## src/hdl/kvlp_pkg.sv

```systemverilog
// Package for the key/value line parser: result and status codes, byte constants,
// and the command and status structs between the controller and the datapath.
// No dependencies.
package kvlp_pkg;

  localparam logic       KIND_BYTE = 1'b0;
  localparam logic       KIND_EOT  = 1'b1;

  localparam logic [1:0] RK_NAME  = 2'd0;
  localparam logic [1:0] RK_VALUE = 2'd1;
  localparam logic [1:0] RK_END   = 2'd2;
  localparam logic [1:0] RK_DONE  = 2'd3;

  localparam logic [1:0] ST_OK        = 2'd0;
  localparam logic [1:0] ST_EXP_NAME  = 2'd1;
  localparam logic [1:0] ST_EXP_EQ    = 2'd2;
  localparam logic [1:0] ST_WS_OVFL   = 2'd3;

  localparam logic [7:0] CH_TAB    = 8'h09;
  localparam logic [7:0] CH_LF     = 8'h0A;
  localparam logic [7:0] CH_CR     = 8'h0D;
  localparam logic [7:0] CH_SPACE  = 8'h20;
  localparam logic [7:0] CH_HASH   = 8'h23;
  localparam logic [7:0] CH_EQ     = 8'h3D;
  localparam logic [7:0] CH_USCORE = 8'h5F;

  // What goes into the output register
  typedef enum logic [2:0] {
    SEL_NAME,
    SEL_VALUE,
    SEL_MEM,
    SEL_HOLD,
    SEL_END,
    SEL_DONE
  } out_sel_t;

  typedef struct packed {
    logic       take;
    logic       line_inc;
    logic       parse_clear;
    logic       fail_set;
    logic [1:0] fail_code;
    logic       pend_push;
    logic       pend_clear;
    logic       hold_load;
    logic       flush_step;
    logic       out_load;
    out_sel_t   out_sel;
    logic       out_last;
  } cmd_t;

  typedef struct packed {
    logic in_valid;
    logic kind;
    logic is_lf;
    logic is_ws;
    logic is_hash;
    logic is_eq;
    logic is_name_start;
    logic is_name_char;
    logic deliver;
    logic pend_full;
    logic pend_empty;
    logic flush_last;
    logic out_free;
  } stat_t;

endpackage

```

## src/hdl/kvlp_in_if.sv

```systemverilog
// Input channel of the key/value line parser: valid/ready plus one text item.
// No dependencies.
interface kvlp_in_if;
  logic       valid;
  logic       ready;
  logic       kind;
  logic [7:0] text_byte;

  modport source (output valid, output kind, output text_byte, input ready);
  modport sink (input valid, input kind, input text_byte, output ready);
endinterface

```

## src/hdl/kvlp_out_if.sv

```systemverilog
// Result channel of the key/value line parser: valid/ready plus one result item.
// No dependencies.
interface kvlp_out_if;
  logic        valid;
  logic        ready;
  logic [1:0]  result_kind;
  logic [7:0]  out_byte;
  logic [1:0]  status;
  logic [15:0] bad_line;
  logic        last_of_run;

  modport source (output valid, output result_kind, output out_byte, output status,
                  output bad_line, output last_of_run, input ready);
  modport sink (input valid, input result_kind, input out_byte, input status,
                input bad_line, input last_of_run, output ready);
endinterface

```

## src/hdl/kvlp_datapath.sv

```systemverilog
// Datapath of the key/value line parser: byte classes, line counter, error record,
// trailing-whitespace buffer, output register. Depends on kvlp_pkg and the channel
// interfaces.
module kvlp_datapath #(
  parameter int WS_DEPTH  = 32,
  parameter int LINE_BITS = 16
) (
  input  logic             clk,
  input  logic             rst,
  kvlp_in_if.sink          in_ch,
  kvlp_out_if.source       out_ch,
  input  logic             cfg_wr_en,
  input  logic             cfg_wr_data,
  input  kvlp_pkg::cmd_t   cmd,
  output kvlp_pkg::stat_t  stat
);

  localparam int CW = $clog2(WS_DEPTH + 1);
  localparam int IW = (WS_DEPTH > 1) ? $clog2(WS_DEPTH) : 1;

  logic                 deliver;
  logic [LINE_BITS-1:0] line_count;
  logic [LINE_BITS-1:0] line_now;
  logic [1:0]           fail_code;
  logic [LINE_BITS-1:0] fail_line;
  logic [CW-1:0]        pend_count;
  logic [CW-1:0]        rd_ptr;
  logic [CW-1:0]        rd_ptr_inc;
  logic [IW-1:0]        rd_addr;
  logic [7:0]           rd_data;
  logic [7:0]           hold_byte;
  logic [7:0]           mem [WS_DEPTH];
  logic [7:0]           b;
  logic                 is_alpha;
  logic                 is_digit;

  logic        out_valid;
  logic [1:0]  out_kind;
  logic [7:0]  out_byte;
  logic [1:0]  out_status;
  logic [15:0] out_line;
  logic        out_last;
  logic [1:0]  kind_next;
  logic [7:0]  byte_next;
  logic [1:0]  status_next;
  logic [15:0] line_next;

  // Byte classes
  assign b        = in_ch.text_byte;
  assign is_alpha = (b >= 8'h41 && b <= 8'h5A) || (b >= 8'h61 && b <= 8'h7A);
  assign is_digit = (b >= 8'h30 && b <= 8'h39);

  always_comb begin
    stat               = '0;
    stat.in_valid      = in_ch.valid;
    stat.kind          = in_ch.kind;
    stat.is_lf         = (b == kvlp_pkg::CH_LF);
    stat.is_ws         = (b == kvlp_pkg::CH_SPACE) ||
                         (b >= kvlp_pkg::CH_TAB && b <= kvlp_pkg::CH_CR);
    stat.is_hash       = (b == kvlp_pkg::CH_HASH);
    stat.is_eq         = (b == kvlp_pkg::CH_EQ);
    stat.is_name_start = is_alpha || (b == kvlp_pkg::CH_USCORE);
    stat.is_name_char  = is_alpha || is_digit || (b == kvlp_pkg::CH_USCORE);
    stat.deliver       = deliver;
    stat.pend_full     = (pend_count >= CW'(WS_DEPTH));
    stat.pend_empty    = (pend_count == '0);
    stat.flush_last    = (rd_ptr == pend_count);
    stat.out_free      = !out_valid || out_ch.ready;
  end

  assign in_ch.ready = cmd.take;

  // Line count after this item's increment, saturating
  always_comb begin
    line_now = line_count;
    if (cmd.line_inc && (line_count != {LINE_BITS{1'b1}})) begin
      line_now = line_count + LINE_BITS'(1);
    end
  end

  always_ff @(posedge clk) begin
    if (rst) begin
      deliver    <= 1'b1;
      line_count <= '0;
      fail_code  <= kvlp_pkg::ST_OK;
      fail_line  <= '0;
      pend_count <= '0;
      rd_ptr     <= '0;
    end else begin
      if (cfg_wr_en) begin
        deliver <= cfg_wr_data;
      end
      if (cmd.parse_clear) begin
        line_count <= '0;
        fail_code  <= kvlp_pkg::ST_OK;
        fail_line  <= '0;
      end else begin
        line_count <= line_now;
        if (cmd.fail_set) begin
          fail_code <= cmd.fail_code;
          fail_line <= line_now;
        end
      end
      if (cmd.pend_clear) begin
        pend_count <= '0;
        rd_ptr     <= '0;
      end else begin
        if (cmd.pend_push) begin
          pend_count <= pend_count + CW'(1);
        end
        if (cmd.flush_step) begin
          rd_ptr <= rd_ptr_inc;
        end
      end
    end
  end

  // Read address runs one ahead of the byte being sent so that the registered
  // read data is ready when the output register takes it
  assign rd_ptr_inc = rd_ptr + CW'(1);

  always_comb begin
    if (cmd.flush_step) begin
      rd_addr = (rd_ptr_inc == pend_count) ? '0 : rd_ptr_inc[IW-1:0];
    end else begin
      rd_addr = (rd_ptr == pend_count) ? '0 : rd_ptr[IW-1:0];
    end
  end

  always_ff @(posedge clk) begin
    if (cmd.pend_push) begin
      mem[pend_count[IW-1:0]] <= b;
    end
    rd_data <= mem[rd_addr];
    if (cmd.hold_load) begin
      hold_byte <= b;
    end
  end

  // Output register payload
  always_comb begin
    kind_next   = kvlp_pkg::RK_DONE;
    byte_next   = '0;
    status_next = kvlp_pkg::ST_OK;
    line_next   = '0;
    unique case (cmd.out_sel)
      kvlp_pkg::SEL_NAME: begin
        kind_next = kvlp_pkg::RK_NAME;
        byte_next = b;
      end
      kvlp_pkg::SEL_VALUE: begin
        kind_next = kvlp_pkg::RK_VALUE;
        byte_next = b;
      end
      kvlp_pkg::SEL_MEM: begin
        kind_next = kvlp_pkg::RK_VALUE;
        byte_next = rd_data;
      end
      kvlp_pkg::SEL_HOLD: begin
        kind_next = kvlp_pkg::RK_VALUE;
        byte_next = hold_byte;
      end
      kvlp_pkg::SEL_END: begin
        kind_next = kvlp_pkg::RK_END;
      end
      kvlp_pkg::SEL_DONE: begin
        kind_next   = kvlp_pkg::RK_DONE;
        status_next = cmd.fail_set ? cmd.fail_code : fail_code;
        line_next   = cmd.fail_set ? 16'(line_count) : 16'(fail_line);
      end
      default: begin
        kind_next = kvlp_pkg::RK_DONE;
      end
    endcase
  end

  always_ff @(posedge clk) begin
    if (rst) begin
      out_valid <= 1'b0;
    end else if (cmd.out_load) begin
      out_valid <= 1'b1;
    end else if (out_ch.ready) begin
      out_valid <= 1'b0;
    end
  end

  always_ff @(posedge clk) begin
    if (cmd.out_load) begin
      out_kind   <= kind_next;
      out_byte   <= byte_next;
      out_status <= status_next;
      out_line   <= line_next;
      out_last   <= cmd.out_last;
    end
  end

  assign out_ch.valid       = out_valid;
  assign out_ch.result_kind = out_kind;
  assign out_ch.out_byte    = out_byte;
  assign out_ch.status      = out_status;
  assign out_ch.bad_line    = out_line;
  assign out_ch.last_of_run = out_last;

endmodule

```

## src/hdl/kvlp_ctrl.sv

```systemverilog
// Controller of the key/value line parser: line syntax state machine and the
// sequencing of whitespace flushes and end-of-text results. Depends on kvlp_pkg.
module kvlp_ctrl (
  input  logic             clk,
  input  logic             rst,
  input  kvlp_pkg::stat_t  stat,
  output kvlp_pkg::cmd_t   cmd
);

  typedef enum logic [1:0] {
    S_RUN,
    S_FLUSH,
    S_DONE
  } seq_t;

  typedef enum logic [2:0] {
    PH_START,
    PH_LEAD,
    PH_COMMENT,
    PH_NAME,
    PH_PREEQ,
    PH_PREVAL,
    PH_VALUE,
    PH_FAIL
  } phase_t;

  seq_t   st;
  seq_t   st_next;
  phase_t phase;
  phase_t phase_next;
  phase_t eff;
  logic   fire;

  always_ff @(posedge clk) begin
    if (rst) begin
      st    <= S_RUN;
      phase <= PH_START;
    end else begin
      st    <= st_next;
      phase <= phase_next;
    end
  end

  assign fire = (st == S_RUN) && stat.in_valid && stat.out_free;
  assign eff  = (phase == PH_START) ? PH_LEAD : phase;

  always_comb begin
    cmd         = '0;
    cmd.out_sel = kvlp_pkg::SEL_DONE;
    cmd.take    = (st == S_RUN) && stat.out_free;
    st_next     = st;
    phase_next  = phase;
    unique case (st)
      S_RUN: begin
        if (fire && stat.kind == kvlp_pkg::KIND_EOT) begin
          cmd.parse_clear = 1'b1;
          cmd.pend_clear  = 1'b1;
          cmd.out_load    = 1'b1;
          phase_next      = PH_START;
          if (phase == PH_NAME || phase == PH_PREEQ) begin
            cmd.fail_set  = 1'b1;
            cmd.fail_code = kvlp_pkg::ST_EXP_EQ;
            cmd.out_last  = 1'b1;
          end else if ((phase == PH_PREVAL || phase == PH_VALUE) && stat.deliver) begin
            cmd.out_sel = kvlp_pkg::SEL_END;
            st_next     = S_DONE;
          end else begin
            cmd.out_last = 1'b1;
          end
        end else if (fire) begin
          cmd.line_inc = (phase == PH_START);
          phase_next   = eff;
          cmd.out_last = 1'b1;
          unique case (eff)
            PH_LEAD: begin
              if (stat.is_lf) begin
                phase_next = PH_START;
              end else if (stat.is_ws) begin
                phase_next = PH_LEAD;
              end else if (stat.is_hash) begin
                phase_next = PH_COMMENT;
              end else if (stat.is_name_start) begin
                cmd.out_load = stat.deliver;
                cmd.out_sel  = kvlp_pkg::SEL_NAME;
                phase_next   = PH_NAME;
              end else begin
                cmd.fail_set  = 1'b1;
                cmd.fail_code = kvlp_pkg::ST_EXP_NAME;
                phase_next    = PH_FAIL;
              end
            end
            PH_COMMENT: begin
              if (stat.is_lf) begin
                phase_next = PH_START;
              end
            end
            PH_NAME: begin
              if (stat.is_name_char) begin
                cmd.out_load = stat.deliver;
                cmd.out_sel  = kvlp_pkg::SEL_NAME;
              end else if (stat.is_eq) begin
                phase_next = PH_PREVAL;
              end else if (stat.is_ws && !stat.is_lf) begin
                phase_next = PH_PREEQ;
              end else begin
                cmd.fail_set  = 1'b1;
                cmd.fail_code = kvlp_pkg::ST_EXP_EQ;
                phase_next    = PH_FAIL;
              end
            end
            PH_PREEQ: begin
              if (stat.is_eq) begin
                phase_next = PH_PREVAL;
              end else if (stat.is_lf || !stat.is_ws) begin
                cmd.fail_set  = 1'b1;
                cmd.fail_code = kvlp_pkg::ST_EXP_EQ;
                phase_next    = PH_FAIL;
              end
            end
            PH_PREVAL: begin
              if (stat.is_lf) begin
                cmd.out_load = stat.deliver;
                cmd.out_sel  = kvlp_pkg::SEL_END;
                phase_next   = PH_START;
              end else if (!stat.is_ws) begin
                cmd.out_load   = stat.deliver;
                cmd.out_sel    = kvlp_pkg::SEL_VALUE;
                cmd.pend_clear = 1'b1;
                phase_next     = PH_VALUE;
              end
            end
            PH_VALUE: begin
              if (stat.is_lf) begin
                cmd.out_load   = stat.deliver;
                cmd.out_sel    = kvlp_pkg::SEL_END;
                cmd.pend_clear = 1'b1;
                phase_next     = PH_START;
              end else if (stat.is_ws) begin
                if (stat.pend_full) begin
                  cmd.fail_set  = 1'b1;
                  cmd.fail_code = kvlp_pkg::ST_WS_OVFL;
                  phase_next    = PH_FAIL;
                end else begin
                  cmd.pend_push = 1'b1;
                end
              end else if (stat.deliver && !stat.pend_empty) begin
                // hold the byte; send the buffered whitespace first
                cmd.hold_load = 1'b1;
                st_next       = S_FLUSH;
              end else begin
                cmd.out_load   = stat.deliver;
                cmd.out_sel    = kvlp_pkg::SEL_VALUE;
                cmd.pend_clear = 1'b1;
              end
            end
            PH_START, PH_FAIL: begin
              phase_next = phase;
            end
            default: begin
              phase_next = phase;
            end
          endcase
        end
      end
      S_FLUSH: begin
        if (stat.out_free) begin
          cmd.out_load = 1'b1;
          if (stat.flush_last) begin
            cmd.out_sel    = kvlp_pkg::SEL_HOLD;
            cmd.out_last   = 1'b1;
            cmd.pend_clear = 1'b1;
            st_next        = S_RUN;
          end else begin
            cmd.out_sel    = kvlp_pkg::SEL_MEM;
            cmd.flush_step = 1'b1;
          end
        end
      end
      S_DONE: begin
        if (stat.out_free) begin
          cmd.out_load = 1'b1;
          cmd.out_sel  = kvlp_pkg::SEL_DONE;
          cmd.out_last = 1'b1;
          st_next      = S_RUN;
        end
      end
      default: begin
        st_next = S_RUN;
      end
    endcase
  end

endmodule

```

## src/hdl/key_value_line_parser.sv

```systemverilog
// Key/value line parser. A result that an accepted item causes directly is loaded
// into the output register as the item is accepted. One text byte per cycle while
// the output register is free and no flush or end result is due; held whitespace
// goes out one result per free cycle before its value byte; end of text closing a
// pair gives a pair end, then done. Reset (rst, synchronous, active high) clears the
// parse state, sets deliver to 1; whitespace buffer is left and needs no clearing.
module key_value_line_parser #(
  parameter int WS_DEPTH  = 32,
  parameter int LINE_BITS = 16
) (
  input  logic        clk,
  input  logic        rst,
  kvlp_in_if.sink     in_ch,
  kvlp_out_if.source  out_ch,
  input  logic        cfg_wr_en,
  input  logic        cfg_wr_data
);

  // Commands from the controller, status back from the datapath
  kvlp_pkg::cmd_t  cmd;
  kvlp_pkg::stat_t stat;

  // Syntax state machine; also sequences the whitespace flush, in which the buffered
  // bytes go one per cycle while the output is free, ahead of the held value byte
  kvlp_ctrl u_ctrl (
    .clk  (clk),
    .rst  (rst),
    .stat (stat),
    .cmd  (cmd)
  );

  // Byte classes, line counter, error record, whitespace buffer and the output
  // register that parts the two channels
  kvlp_datapath #(
    .WS_DEPTH  (WS_DEPTH),
    .LINE_BITS (LINE_BITS)
  ) u_dp (
    .clk         (clk),
    .rst         (rst),
    .in_ch       (in_ch),
    .out_ch      (out_ch),
    .cfg_wr_en   (cfg_wr_en),
    .cfg_wr_data (cfg_wr_data),
    .cmd         (cmd),
    .stat        (stat)
  );

`ifndef NO_ASSERTIONS
  // Never overwrite a result that has not been taken
  a_no_overwrite: assert property (@(posedge clk) disable iff (rst)
    cmd.out_load |-> stat.out_free)
    else $error("output register loaded while a result waits");

  // Never push into a full whitespace buffer
  a_no_push_full: assert property (@(posedge clk) disable iff (rst)
    cmd.pend_push |-> !stat.pend_full)
    else $error("whitespace buffer pushed while full");

  // Flush never steps past the buffered count
  a_flush_bound: assert property (@(posedge clk) disable iff (rst)
    cmd.flush_step |-> !stat.flush_last)
    else $error("flush stepped beyond held whitespace");

  // End of text always yields a result in the next cycle
  a_eot_result: assert property (@(posedge clk) disable iff (rst)
    (in_ch.valid && in_ch.ready && in_ch.kind == kvlp_pkg::KIND_EOT) |=> out_ch.valid)
    else $error("end of text without a result");
`endif

endmodule

```

## src/flat_wrapper.sv

```systemverilog
// flat-port wrapper written by rule: the top's interface ports become plain ports
module key_value_line_parser_flat 
#(
  parameter int WS_DEPTH  = 32,
  parameter int LINE_BITS = 16
)
  (clk, rst, cfg_wr_en, cfg_wr_data, in_ch_valid, in_ch_kind, in_ch_text_byte, in_ch_ready, out_ch_valid, out_ch_result_kind, out_ch_out_byte, out_ch_status, out_ch_bad_line, out_ch_last_of_run, out_ch_ready);
  kvlp_in_if in_ch_i ();
  kvlp_out_if out_ch_i ();
  input  logic clk;
  input  logic rst;
  input  logic cfg_wr_en;
  input  logic cfg_wr_data;
  input wire logic [$bits(in_ch_i.valid)-1:0] in_ch_valid;
  input wire logic [$bits(in_ch_i.kind)-1:0] in_ch_kind;
  input wire logic [$bits(in_ch_i.text_byte)-1:0] in_ch_text_byte;
  output wire logic [$bits(in_ch_i.ready)-1:0] in_ch_ready;
  output wire logic [$bits(out_ch_i.valid)-1:0] out_ch_valid;
  output wire logic [$bits(out_ch_i.result_kind)-1:0] out_ch_result_kind;
  output wire logic [$bits(out_ch_i.out_byte)-1:0] out_ch_out_byte;
  output wire logic [$bits(out_ch_i.status)-1:0] out_ch_status;
  output wire logic [$bits(out_ch_i.bad_line)-1:0] out_ch_bad_line;
  output wire logic [$bits(out_ch_i.last_of_run)-1:0] out_ch_last_of_run;
  input wire logic [$bits(out_ch_i.ready)-1:0] out_ch_ready;
  assign in_ch_i.valid = in_ch_valid;
  assign in_ch_i.kind = in_ch_kind;
  assign in_ch_i.text_byte = in_ch_text_byte;
  assign in_ch_ready = in_ch_i.ready;
  assign out_ch_valid = out_ch_i.valid;
  assign out_ch_result_kind = out_ch_i.result_kind;
  assign out_ch_out_byte = out_ch_i.out_byte;
  assign out_ch_status = out_ch_i.status;
  assign out_ch_bad_line = out_ch_i.bad_line;
  assign out_ch_last_of_run = out_ch_i.last_of_run;
  assign out_ch_i.ready = out_ch_ready;
  key_value_line_parser #(.WS_DEPTH(WS_DEPTH), .LINE_BITS(LINE_BITS)) u_core (.clk(clk), .rst(rst), .in_ch(in_ch_i), .out_ch(out_ch_i), .cfg_wr_en(cfg_wr_en), .cfg_wr_data(cfg_wr_data));
endmodule
```

## config.mk

```make
export PLATFORM = sky130hd
export DESIGN_NAME = key_value_line_parser_flat
export DESIGN_NICKNAME = d
export VERILOG_FILES = /design/src/hdl/kvlp_pkg.sv /design/src/hdl/kvlp_in_if.sv /design/src/hdl/kvlp_out_if.sv /design/src/hdl/kvlp_datapath.sv /design/src/hdl/kvlp_ctrl.sv /design/src/hdl/key_value_line_parser.sv /design/src/flat_wrapper.sv
export SDC_FILE = /design/constraint.sdc
export NUM_CORES = 1
export LEC_CHECK = 0
export BUFFER_PORTS_ARGS = -buffer_cell sky130_fd_sc_hd__buf_2
export CORE_ASPECT_RATIO = 0.5
export CORE_MARGIN = 2
export CORE_UTILIZATION = 60
export CTS_CLUSTER_SIZE = 24
export DETAILED_ROUTE_END_ITERATION = 8
export MAX_ROUTING_LAYER = met4
export PLACE_DENSITY = 0.75
export SLEW_MARGIN = 15
export SYNTH_ARGS = -nofsm -noshare
export SYNTH_HDL_FRONTEND = slang
export SYNTH_SLANG_ARGS = --single-unit
```

## constraint.sdc

```tcl
create_clock -name clk -period 4.1 [get_ports clk]
set_input_delay 0.205 -clock clk [delete_from_list [all_inputs] [get_ports clk]]
set_output_delay 0.205 -clock clk [all_outputs]
set_load 0.005 [all_outputs]
```

Yosys cells after proc, flatten, opt, wreduce, memory -nomap -nowiden
Memory sizes are Yosys's and may differ from the RTL's. A register that Yosys moved wholly into a read port is not among the register bits.
Cells that the tools add are included.
W data, S select, Z words.
{"block": "word_totals", "out_inout_bits": 31, "word_cells": 208, "mem_count": 1, "ramBits": 256, "reg_bits": 90, "in_bits": 15}
{"block": "op_classes", "eq_ne": 37, "n_addsub": 3, "n_mux": 104, "reduce_logical": 39, "magnitude_cmp": 9}
{"name": "u_core.u_dp.mem", "words": 32, "width": 8, "read_ports": 1, "rd_clocked_by_memory_dff": 1, "write_ports": 1, "line_no": "kvlp_datapath.sv:32", "text": "logic [7:0] mem [WS_DEPTH];"}
{"op": "$mux W3", "count": 29}
{"op": "$mux W4", "count": 12}
{"op": "$mux W16", "count": 2}
{"op": "$mux W2", "count": 15}
{"op": "$mux W5", "count": 6}
{"op": "$mux W1", "count": 28}
{"op": "$eq A3 B3 Y1 const B", "count": 9}
{"op": "$eq A8 B6 Y1 const B", "count": 3}
{"op": "$pmux W8 S3", "count": 1}
{"op": "$mux W6", "count": 3}
{"op": "$pmux W3 S6", "count": 1}
{"op": "$add A16 B1 Y16 const B", "count": 1}
{"op": "$ge A8 B7 Y1 const B", "count": 2}
{"op": "$le A8 B7 Y1 const B", "count": 2}
{"op": "$ne A16 B16 Y1 const B", "count": 1}
{"op": "$pmux W4 S4", "count": 1}
{"op": "$eq A3 B2 Y1 const B", "count": 5}
{"op": "$pmux W5 S3", "count": 1}
{"op": "$add A6 B1 Y6 const B", "count": 2}
{"op": "$eq A6 B6 Y1", "count": 2}
{"op": "$logic_and A1 B1 Y1", "count": 12}
{"op": "$ne A3 B2 Y1 const B", "count": 4}
{"op": "$pmux W2 S3", "count": 2}
{"op": "$pmux W3 S4", "count": 1}
{"op": "other kinds (25)", "count": 47}

Logic depth before layout (Yosys ltp)
Gate-level depths: netlist of run 1.
{"block": "logic_depth", "depth_word": 15, "depth_mapped": 14, "ltp_nobuf": 10}

Modules after synthesis
Synthesis of run 1 repeated with hierarchy kept, for this count alone.
{"block": "unflattened", "hier_cells": 1779, "hier_area_um2": 18308.8}
{"module": "kvlp_datapath", "area_each_um2": 17498.0, "cells_per_inst": 1655, "instances": 1, "seq_area_each_um2": 9919.5}
{"module": "kvlp_ctrl", "area_each_um2": 810.8, "cells_per_inst": 124, "instances": 1, "seq_area_each_um2": 100.1}

Worst setup path after synthesis of run 1
OpenSTA, ideal clock, no wires.
{"block": "synth_path", "path_type": "register to register", "startpoint": "register u_core.u_dp.pend_count[3]", "endpoint": "register u_core.u_dp.out_line[0] (netlist: u_core.u_dp.out_ch.bad_line[0]), enable pin", "setup_slack_ps": 1049, "t_arrival_ps": 2663, "t_required_ps": 3712, "synth_period_minus_slack_ps": 3051, "path_buffers": 2, "stages_incl_launch_ff": 11, "setup_ps": 388, "path_cell_list": "dfxtp_1 -> buf_2 -> buf_2 -> or3_1 -> or3b_2 -> inv_1 -> nor2_1 -> o21ai_0 -> nand3_1 -> nand2_1 -> a41o_1"}
{"element": "from (decl)", "line_no": "kvlp_datapath.sv:26", "text": "logic [CW-1:0] pend_count;"}
{"element": "from (signal assigned)", "line_no": "kvlp_datapath.sv:109", "text": "pend_count <= pend_count + CW'(1);"}
{"element": "to (signal assigned)", "line_no": "kvlp_datapath.sv:192", "text": "out_line <= line_next;"}
{"element": "to (decl)", "line_no": "kvlp_datapath.sv:41", "text": "logic [15:0] out_line;"}

Final worst setup path of run 1
{"block": "layout_path", "startpoint": "register u_core.u_dp.rd_ptr[2]", "endpoint": "register u_core.u_dp.rd_data[7] (read register of u_core.u_dp.mem)"}
{"block": "layout_via", "elab_chain_cells": 5, "elab_cells_between_ends": 9, "classes_between": "add/sub: 1; eq/ne: 2; mux: 6"}
{"element": "from (decl)", "line_no": "kvlp_datapath.sv:27", "text": "logic [CW-1:0] rd_ptr;"}
{"element": "from (signal assigned)", "line_no": "kvlp_datapath.sv:112", "text": "rd_ptr <= rd_ptr_inc;"}
{"element": "parallel branches: the longest is 4 deep, another holds $add A6 B1 Y6"}
{"element": "$mux W5 (*)", "line_no": "kvlp_datapath.sv:123", "text": "if (cmd.flush_step) begin"}
{"element": "to (decl)", "line_no": "kvlp_datapath.sv:30", "text": "logic [7:0] rd_data;"}
Mark *: on every way between the ends.
A chain may end at the register's enable or synchronous reset.

==> results of run 1 <==
[sequential cells by signal, indices dropped and copies added, names as in the netlist]
name,count
u_core.u_dp.mem,256
u_core.u_dp.out_ch.out_byte,8
u_core.u_dp.out_ch.valid,1
u_core.u_ctrl.st,2
u_core.u_dp.rd_data,8
u_core.u_dp.fail_line,16
u_core.u_dp.out_ch.bad_line,16
u_core.u_dp.line_count,16
u_core.u_ctrl.phase,3
u_core.u_dp.deliver,1
u_core.u_dp.out_ch.result_kind,2
u_core.u_dp.out_ch.last_of_run,1
u_core.u_dp.hold_byte,8
u_core.u_dp.out_ch.status,2
u_core.u_dp.rd_ptr,6
u_core.u_dp.fail_code,2
u_core.u_dp.pend_count,6
[cell usage after synthesis (9+ instances only)]
| cell | instances | area share (%) |
|---|---|---|
| sky130_fd_sc_hd__nand2_1 | 173 | 3.7 |
| sky130_fd_sc_hd__xor2_1 | 12 | 0.59 |
| sky130_fd_sc_hd__xnor2_1 | 18 | 0.89 |
| sky130_fd_sc_hd__o21a_1 | 10 | 0.42 |
| sky130_fd_sc_hd__inv_1 | 15 | 0.32 |
| sky130_fd_sc_hd__o21ai_0 | 61 | 1.7 |
| sky130_fd_sc_hd__nand3_1 | 44 | 1.2 |
| sky130_fd_sc_hd__nor3_1 | 26 | 0.74 |
| sky130_fd_sc_hd__o21ai_1 | 9 | 0.25 |
| sky130_fd_sc_hd__mux2i_1 | 25 | 1.4 |
| sky130_fd_sc_hd__a21oi_1 | 95 | 2.7 |
| sky130_fd_sc_hd__a211oi_1 | 19 | 0.81 |
| sky130_fd_sc_hd__mux2_2 | 13 | 0.83 |
| sky130_fd_sc_hd__clkbuf_1 | 64 | 1.4 |
| sky130_fd_sc_hd__buf_1 | 12 | 0.25 |
| sky130_fd_sc_hd__nor2b_1 | 14 | 0.50 |
| sky130_fd_sc_hd__o211ai_1 | 39 | 1.7 |
| sky130_fd_sc_hd__buf_4 | 10 | 0.42 |
| sky130_fd_sc_hd__nor2_1 | 156 | 3.3 |
| sky130_fd_sc_hd__nand4_1 | 10 | 0.35 |
| sky130_fd_sc_hd__o31ai_1 | 16 | 0.68 |
| sky130_fd_sc_hd__a22oi_1 | 39 | 1.7 |
| sky130_fd_sc_hd__o221ai_1 | 25 | 1.2 |
| sky130_fd_sc_hd__and2_1 | 16 | 0.57 |
| sky130_fd_sc_hd__edfxtp_1 | 293 | 50 |
| sky130_fd_sc_hd__or4_1 | 10 | 0.42 |
| sky130_fd_sc_hd__or3_1 | 14 | 0.50 |
| sky130_fd_sc_hd__a22o_1 | 34 | 1.7 |
| sky130_fd_sc_hd__o2111ai_1 | 19 | 0.94 |
| sky130_fd_sc_hd__dfxtp_1 | 61 | 6.9 |
| sky130_fd_sc_hd__o22ai_1 | 44 | 1.6 |
| sky130_fd_sc_hd__a222oi_1 | 15 | 0.85 |
| sky130_fd_sc_hd__a211o_1 | 10 | 0.50 |
| sky130_fd_sc_hd__buf_2 | 39 | 1.1 |
[worst register-to-register path: stages, from the launching register on]
cell and delay (ns):
sky130_fd_sc_hd__dfxtp_1 0.57, sky130_fd_sc_hd__nand3_4 0.18, sky130_fd_sc_hd__a21boi_1 0.17, sky130_fd_sc_hd__o31a_1 0.40, sky130_fd_sc_hd__o211ai_4 0.23, sky130_fd_sc_hd__buf_4 0.42
sky130_fd_sc_hd__buf_4 0.48, sky130_fd_sc_hd__a21oi_1 0.13, sky130_fd_sc_hd__o311ai_1 0.39, sky130_fd_sc_hd__a21oi_1 0.14, sky130_fd_sc_hd__or4_1 0.41, sky130_fd_sc_hd__nor4_1 0.26
[per-layer routing]
metal / wire, µm / GRT usage, % / vias to the layer above
met4: 1290 / 9.18 / 0
met3: 6540 / 8.07 / 114
met5: 0 / - / -
met1: 22800 / 52.4 / 7194
li1: - / - / 6390
met2: 24200 / 54.1 / 918
[cell families (layout without fill, tap and decap cells)]
kind of cell    count (synthesis)  after routing  synth area share (%)
buf+inv                       144            228                  3.74
mux                            38             38                  2.24
simple gates                  517            517                  13.8
fa+ha+maj                       6              6                 0.425
compound gates                520            520                  21.5
flops                         354            354                  56.7
xor+xnor                       31             31                  1.58
[worst max-delay path by stage]
stage | endpoint | slack, ns | depth (start not counted)
global route | u_core.u_dp.rd_data[0] | 0.04 | 9
CTS | u_core.u_dp.rd_data[0] | 0.23 | 11
finish | u_core.u_dp.rd_data[7] | 0.25 | 11
detailed placement | u_core.u_dp.rd_data[0] | 0.24 | 11
floorplan | u_core.u_dp.out_ch.bad_line[0] | 1.05 | 10
global placement | u_core.u_dp.rd_data[2] | 0.35 | 11
[power by group through the flow]
stage               registers (µW)  clock network [µW]  logic [µW]
global route                  3930                3260         254
global placement              4010                   0         223
finish                        3930                3100         238
floorplan                     4000                   0         105
detailed placement            4010                   0         231
CTS                           3930                3110         235
[through the flow]
stage	utilization (%)	hold WS, ns	total power, µW	cells	cell area (µm²)
6_report	68.3	0.0365	7260	2085	19800
5_1_grt	68.3	0.0497	7450	2085	19800
4_1_cts	68.2	0.0303	7280	2085	19800
3_5_place_dp	64.4	0.417	4240	2021	18700
3_3_place_gp	64.4	0.406	4230	2021	18700
2_1_floorplan	-	0.304	4110	1610	17700
[area by class of cell]
cell class	instances	area (µm²)
Sequential cell	354	10000
Fill cell	2172	9190
Multi-Input combinational cell	1112	7030
Timing Repair Buffer	153	1100
Clock buffer	48	975
Tap cell	391	489
Clock inverter	12	92.6
Inverter	15	56.3
[what timing repair did]
action / 4_1_cts / 5_1_grt
gates resized for setup: 0 / 1
endpoints found under the hold margin: 7 / 0
hold buffers: 4 / 0
setup endpoints to repair: 0 / 4
==> metrics.md, run 1 <==
| Metric | Value |
|---|---|
| Number of different library cells in the post-synthesis netlist | `87` |
| Origin of the critical flop-to-flop path | `u_core.u_dp.rd_ptr[2]` |
| Max-slew violation count | `0` |
| CP Launch Type | `register` |
| Starting DRC count in detailed routing | `2,160` |
| Power density over cell area | `367 mW/mm²` |
| Worst slew pin tran | `1.08 ns` |
| Cell internal power dissipation | `5710 µW` |
| Antenna violations before repair | `0` |
| Power dissipated by switching net loads | `~1600 µW` |
| Clock network latency to the later pin of the worst-skew pair | `0.54 ns` |
| Synthesized area divided by synthesized cell count | `~11 µm²` |
| # Post-CTS Setup Buffers | `0` |
| Layout cells sized above 1 | `between 10% and 20%` |
| Critical path fanouts, max | `32` |
| Max-Cap Viols | `0` |
| Floorplan die height | `~130 µm` |
| Buffer and inverter count on the worst path | `2` |
| Worst reg-to-reg setup slack | `0.25 ns` |
| CTS tree | `built` |
| Fin. Hold Viols | `0` |
| Top cell family by delay on the critical path | `compound AO/OA/AOI/OAI gates` |
| Max rail drop VDD | `314 µV` |
| Largest stage delay on the critical path | `roughly 0.57 ns` |
| Worst slew margin | `27.8%` |
| Antenna diode count | `0` |
| Overall global routing resource usage | `between 30 and 40%` |
| Via count of the first global-routing pass | `13,698` |
| EDFF count, synth | `293` |
| Number of buffers on the longest clock path | `3` |
| Setup-violating endpoint count in the final report | `0` |
| Worst hold path depth | `4` |
| Vias per std cell | `7.01` |
| Number of H-tree levels | `2` |
| Vias | `roughly 15,000` |
| Area of the core region | `0.0290 mm²` |
| Initial core utilization | `61.0%` |
| Flop and latch count out of synthesis | `approximately 350` |
| First-pass GRT wire length | `83,100 µm` |
| Net switching fraction of the power | `between 20% and 30%` |
| Class of the tightest hold or removal check | `input port to register` |
| Syn nets | `1,631` |
| Largest clock skew in the final design | `between 0.02 and 0.025 ns` |
| Most instantiated flip-flop cell in the synthesis netlist | `sky130_fd_sc_hd__edfxtp_1` |
| Warnings from Yosys | `0` |
| Routability-driven placement congestion ratio | `0.933` |
| Remaining Overflow, GRT | `0` |
| Number of core rows | `44` |
| Die area | `0.0309 mm²` |
| Worst EP required | `4.54 ns` |
| Post-detail-place hpwl | `35,400 µm` |
| Crit. Startpoint | `u_core.u_dp.rd_ptr[2]` |
| Highest-count cells in the layout ignoring fill and taps | `sky130_fd_sc_hd__edfxtp_1, sky130_fd_sc_hd__nand2_1, sky130_fd_sc_hd__nor2_1, sky130_fd_sc_hd__buf_4, sky130_fd_sc_hd__a21oi_1` |
| Ys async rst share | `0%` |
| Outcome | `complete, no violations` |
| Post-route DRC | `0` |
| Sort of element at the end of the critical path | `register` |
| Terminating pin of the worst hold path | `u_core.u_ctrl.st[1]` |
| Endpoint arrival time on the critical path | `4.29 ns` |
| Layout overhead on the synthesized area | `11.9%` |
| Root buffer selected by CTS | `sky130_fd_sc_hd__clkbuf_16` |
| Count of port buffers added during placement | `45` |
| Worst Hold Launch | `out_ch_ready` |
| Clock network fraction of design power | `42.6%` |
| Comb pwr share | `around 3.3%` |
| Worst slack after detailed placement | `0.237 ns` |
| Category of the most critical setup path | `register to register` |
| Cells after synthesis | `1,610` |
| First-pass iteration count of the detailed router | `6` |
| Leakage power | `0.00657 µW` |
| Worst setup slack after layout | `0.252 ns` |
| Worst Reg2Reg Path Length in Cells | `11` |
| Most common library cell in the layout ignoring fill and taps | `sky130_fd_sc_hd__edfxtp_1` |
| Clock Pin Slew Worst Setup and Hold Paths | `0.07 ns` |
| Sequential fraction of the synthesis area | `56.7%` |
| RSZ-0062 raised after global routing | `no` |
| Sequential power share | `54.1%` |
| Final critical delay including setup and external delays | `about 3.8 ns` |
| Antenna-violating nets left | `0` |
| Maximum number of pins on one net before global-route repair | `77` |
| Routed wirelength normalized by instance count | `26.3 µm` |
| Standard cell with the maximum stage delay on the critical path | `sky130_fd_sc_hd__dfxtp_1` |
| CP cell instances | `nand3_4 -> a21boi_1 -> o31a_1 -> o211ai_4 -> buf_4 -> buf_4 -> a21oi_1 -> o311ai_1 -> a21oi_1 -> or4_1 -> nor4_1` |
| Total number of nets in the final design | `~1,700` |
| CTS sink count | `between 300 and 400` |
| Final WL | `~55,000 µm` |
| Horizontal die dimension | `247 µm` |
| Reg-to-Reg End | `u_core.u_dp.rd_data[7]` |
| TritonCTS buffer count | `34` |
| Final clock period utilization by the worst path | `93.9%` |
| Achievable clock frequency | `0.260 GHz` |
| Total negative slack | `0 ns` |
| Number of ports placed on the die boundary | `46` |
| Netlist Area Pre-Place | `0.0177 mm²` |
(Power assumes the default switching activity.)
==> run 2, diff against run 1 <==
Settings changed: RECOVER_POWER set to 50.
==> run 2 against run 1 <==
Net effect: the flow now finishes with violations (max-capacitance violations, max-slew violations); count of clock-buffer cells in the layout stayed put; wire length is 0.16% higher; cell area is 0.41% lower; largest cell class unchanged; cell count stayed put; core utilization is 0.28 points lower; clock skew is 0.0034 ns higher; fmax is 0.21% lower; power hardly changed.
==> metrics.md, run 2 (synthesis gave the netlist of run 1 again) <==
| Metric | Value |
|---|---|
| Power dissipated by switching net loads | `1560 µW (was 1550 µW)` |
| CP cell instances | `nand3_4 -> a21boi_1 -> o31a_1 -> o211ai_4 -> buf_4 -> buf_4 -> a21oi_1 -> o311ai_1 -> a21oi_1 -> or4_1 -> nor4_1 (unchanged)` |
| Max-Cap Viols | `7 (was 0)` |
| Worst setup slack after layout | `0.244 ns (was 0.252 ns)` |
| Category of the most critical setup path | `register to register (unchanged)` |
| Horizontal die dimension | `247 µm (unchanged)` |
| Standard cell with the maximum stage delay on the critical path | `sky130_fd_sc_hd__dfxtp_1 (unchanged)` |
| CTS sink count | `354 (unchanged)` |
| Antenna diode count | `0 (unchanged)` |
| Worst Reg2Reg Path Length in Cells | `11 (unchanged)` |
| Critical path fanouts, max | `32 (unchanged)` |
| Total number of nets in the final design | `1,691 (unchanged)` |
| Flip-flop count of the largest register, all copies and words added | `256 (unchanged)` |
| RSZ-0062 raised after global routing | `no (unchanged)` |
| Clock network fraction of design power | `42.7% (was 42.6%)` |
| Sort of element at the end of the critical path | `register (unchanged)` |
| Reg-to-Reg End | `u_core.u_dp.rd_data[7] (unchanged)` |
| First-pass iteration count of the detailed router | `8 (was 6)` |
| Class of the tightest hold or removal check | `input port to register (unchanged)` |
| Origin of the critical flop-to-flop path | `u_core.u_dp.rd_ptr[2] (unchanged)` |
| Final clock period utilization by the worst path | `94.1% (was 93.9%)` |
| First-pass GRT wire length | `83,100 µm (unchanged)` |
| Layout cells sized above 1 | `13.0% (was 14.8%)` |
| # Post-CTS Setup Buffers | `0 (unchanged)` |
| Post-detail-place hpwl | `35,400 µm (unchanged)` |
| Comb pwr share | `3.1% (was 3.3%)` |
| Final WL | `54,900 µm (was 54,800 µm)` |
| Via count of the first global-routing pass | `13,698 (unchanged)` |
| Clock Pin Slew Worst Setup and Hold Paths | `0.07 ns (about the same)` |
| Vias | `14,612 (was 14,616)` |
| Outcome | `complete, but fails checks (was complete, no violations)` |
| Filler cells | `2,197 (was 2,172)` |
| Fin. Hold Viols | `0 (unchanged)` |
| Highest-count cells in the layout ignoring fill and taps | `sky130_fd_sc_hd__edfxtp_1, sky130_fd_sc_hd__nand2_1, sky130_fd_sc_hd__nor2_1, sky130_fd_sc_hd__a21oi_1, sky130_fd_sc_hd__buf_4 (was sky130_fd_sc_hd__edfxtp_1, sky130_fd_sc_hd__nand2_1, sky130_fd_sc_hd__nor2_1, sky130_fd_sc_hd__buf_4, sky130_fd_sc_hd__a21oi_1)` |
| Terminating pin of the worst hold path | `u_core.u_ctrl.st[1] (unchanged)` |
| Clock network latency to the later pin of the worst-skew pair | `0.54 ns (about the same)` |
| Cell internal power dissipation | `5700 µW (was 5710 µW)` |
| Power density over cell area | `369 mW/mm² (was 367 mW/mm²)` |
| Achievable clock frequency | `0.259 GHz (was 0.260 GHz)` |
| Root buffer selected by CTS | `sky130_fd_sc_hd__clkbuf_16 (unchanged)` |
| Number of H-tree levels | `2 (unchanged)` |
| Final design utilization | `68.0% (was 68.3%)` |
| Endpoint arrival time on the critical path | `4.29 ns (about the same)` |
| Net switching fraction of the power | `21.4% (about the same)` |
| Max-slew violation count | `222 (was 0)` |
| Antenna violations before repair | `0 (unchanged)` |
| Die area | `0.0309 mm² (unchanged)` |
| Worst reg-to-reg setup slack | `0.24 ns (was 0.25 ns)` |
| Final critical delay including setup and external delays | `3.86 ns (was 3.85 ns)` |
| Setup-violating endpoint count in the final report | `0 (unchanged)` |
| Antenna-violating nets left | `0 (unchanged)` |
| Number of core rows | `44 (unchanged)` |
| Worst EP required | `4.54 ns (about the same)` |
| Vias per std cell | `7.01 (about the same)` |
| Largest stage delay on the critical path | `0.57 ns (about the same)` |
| Number of buffers on the longest clock path | `3 (unchanged)` |
| Total negative slack | `0 ns (unchanged)` |
| TritonCTS buffer count | `34 (unchanged)` |
| Count of port buffers added during placement | `45 (unchanged)` |
| Worst slew margin | `-34.9% (was 27.8%)` |
| CP Launch Type | `register (unchanged)` |
| Floorplan die height | `125 µm (unchanged)` |
| CTS tree | `built (unchanged)` |
| Failing checks | `max-capacitance violations, max-slew violations` |
| Overall global routing resource usage | `36.8% (unchanged)` |
| Starting DRC count in detailed routing | `2,118 (was 2,160)` |
| Maximum number of pins on one net before global-route repair | `77 (unchanged)` |
| Leakage power | `0.00648 µW (was 0.00657 µW)` |
| Max rail drop VDD | `315 µV (was 314 µV)` |
| Area of the core region | `0.0290 mm² (unchanged)` |
| Worst slew pin tran | `2.02 ns (was 1.08 ns)` |
| Most common library cell in the layout ignoring fill and taps | `sky130_fd_sc_hd__edfxtp_1 (unchanged)` |
| Sequential power share | `54.2% (was 54.1%)` |
| Largest clock skew in the final design | `0.0265 ns (was 0.0231 ns)` |
| Remaining Overflow, GRT | `0 (unchanged)` |
| Initial core utilization | `61.0% (unchanged)` |
| Layout overhead on the synthesized area | `11.4% (was 11.9%)` |
| Worst hold path depth | `4 (unchanged)` |
| Worst Hold Launch | `out_ch_ready (unchanged)` |
| Post-route DRC | `0 (unchanged)` |
| Routability-driven placement congestion ratio | `0.933 (unchanged)` |
| Routed wirelength normalized by instance count | `26.3 µm (about the same)` |
| Number of ports placed on the die boundary | `46 (unchanged)` |
| Worst slack after detailed placement | `0.237 ns (unchanged)` |
==> run 2: power groups by stage <==
stage | Sequential (µW) | Combinational (µW) | Clock [µW]
after floorplan | 4000 | 105 | 0
after global placement | 4010 | 223 | 0
after detailed placement | 4010 | 231 | 0
after CTS | 3930 | 235 | 3110
after global routing | 3930 | 244 | 3260
final | 3930 | 229 | 3100
==> run 2: per-stage QoR <==
stage               total power, µW  instances  hold WS [ns]  area [µm²]
finish                         7260       2085        0.0361       19700
floorplan                      4110       1610         0.304       17700
CTS                            7280       2085        0.0303       19800
detailed placement             4240       2021         0.417       18700
global route                   7440       2085        0.0677       19700
global placement               4230       2021         0.406       18700
==> run 2: how the worst max path moves through the flow <==
stage	start	end	cells past startpoint	slack [ns]
global placement	u_core.u_dp.rd_ptr[1]	u_core.u_dp.rd_data[2]	11	0.35
CTS	u_core.u_dp.rd_ptr[1]	u_core.u_dp.rd_data[0]	11	0.23
floorplan	u_core.u_dp.pend_count[3]	u_core.u_dp.out_ch.bad_line[0]	10	1.05
global route	u_core.u_dp.rd_ptr[2]	u_core.u_dp.rd_data[0]	9	0.04
finish	u_core.u_dp.rd_ptr[2]	u_core.u_dp.rd_data[7]	11	0.24
detailed placement	u_core.u_dp.rd_ptr[1]	u_core.u_dp.rd_data[0]	11	0.24
==> run 2: cell type report <==
cell class	count	area (µm²)	share of cell area, %
Inverter	15	56.3	0.286
Sequential cell	354	10000	50.9
Timing Repair Buffer	153	1030	5.21
Clock inverter	12	92.6	0.470
Multi-Input combinational cell	1112	7020	35.7
Tap cell	391	489	2.49
Clock buffer	48	975	4.95
==> run 2: what timing repair did <==
action / in CTS / in global routing
setup endpoints to repair: 0 / 4
gates resized for setup: 0 / 1
endpoints found under the hold margin: 7 / 0
hold buffers: 4 / 0
==> run 2: critical path: cells and delay by family (launching register included) <==
kind | cells | cell delay, ns
AO/OA/AOI/OAI | 6 | 1.46
flip-flops | 1 | 0.57
buffers and inverters | 2 | 0.88
AND/OR/NAND/NOR | 3 | 0.85
==> run 2: per-layer routing <==
metal | GRT usage, % | vias to the layer above | part of all wire, %
met5 | - | - | 0
met4 | 9.18 | 0 | 2.3
met3 | 8.07 | 110 | 12
met2 | 54.1 | 876 | 44
met1 | 52.4 | 7226 | 42
li1 | - | 6400 | -
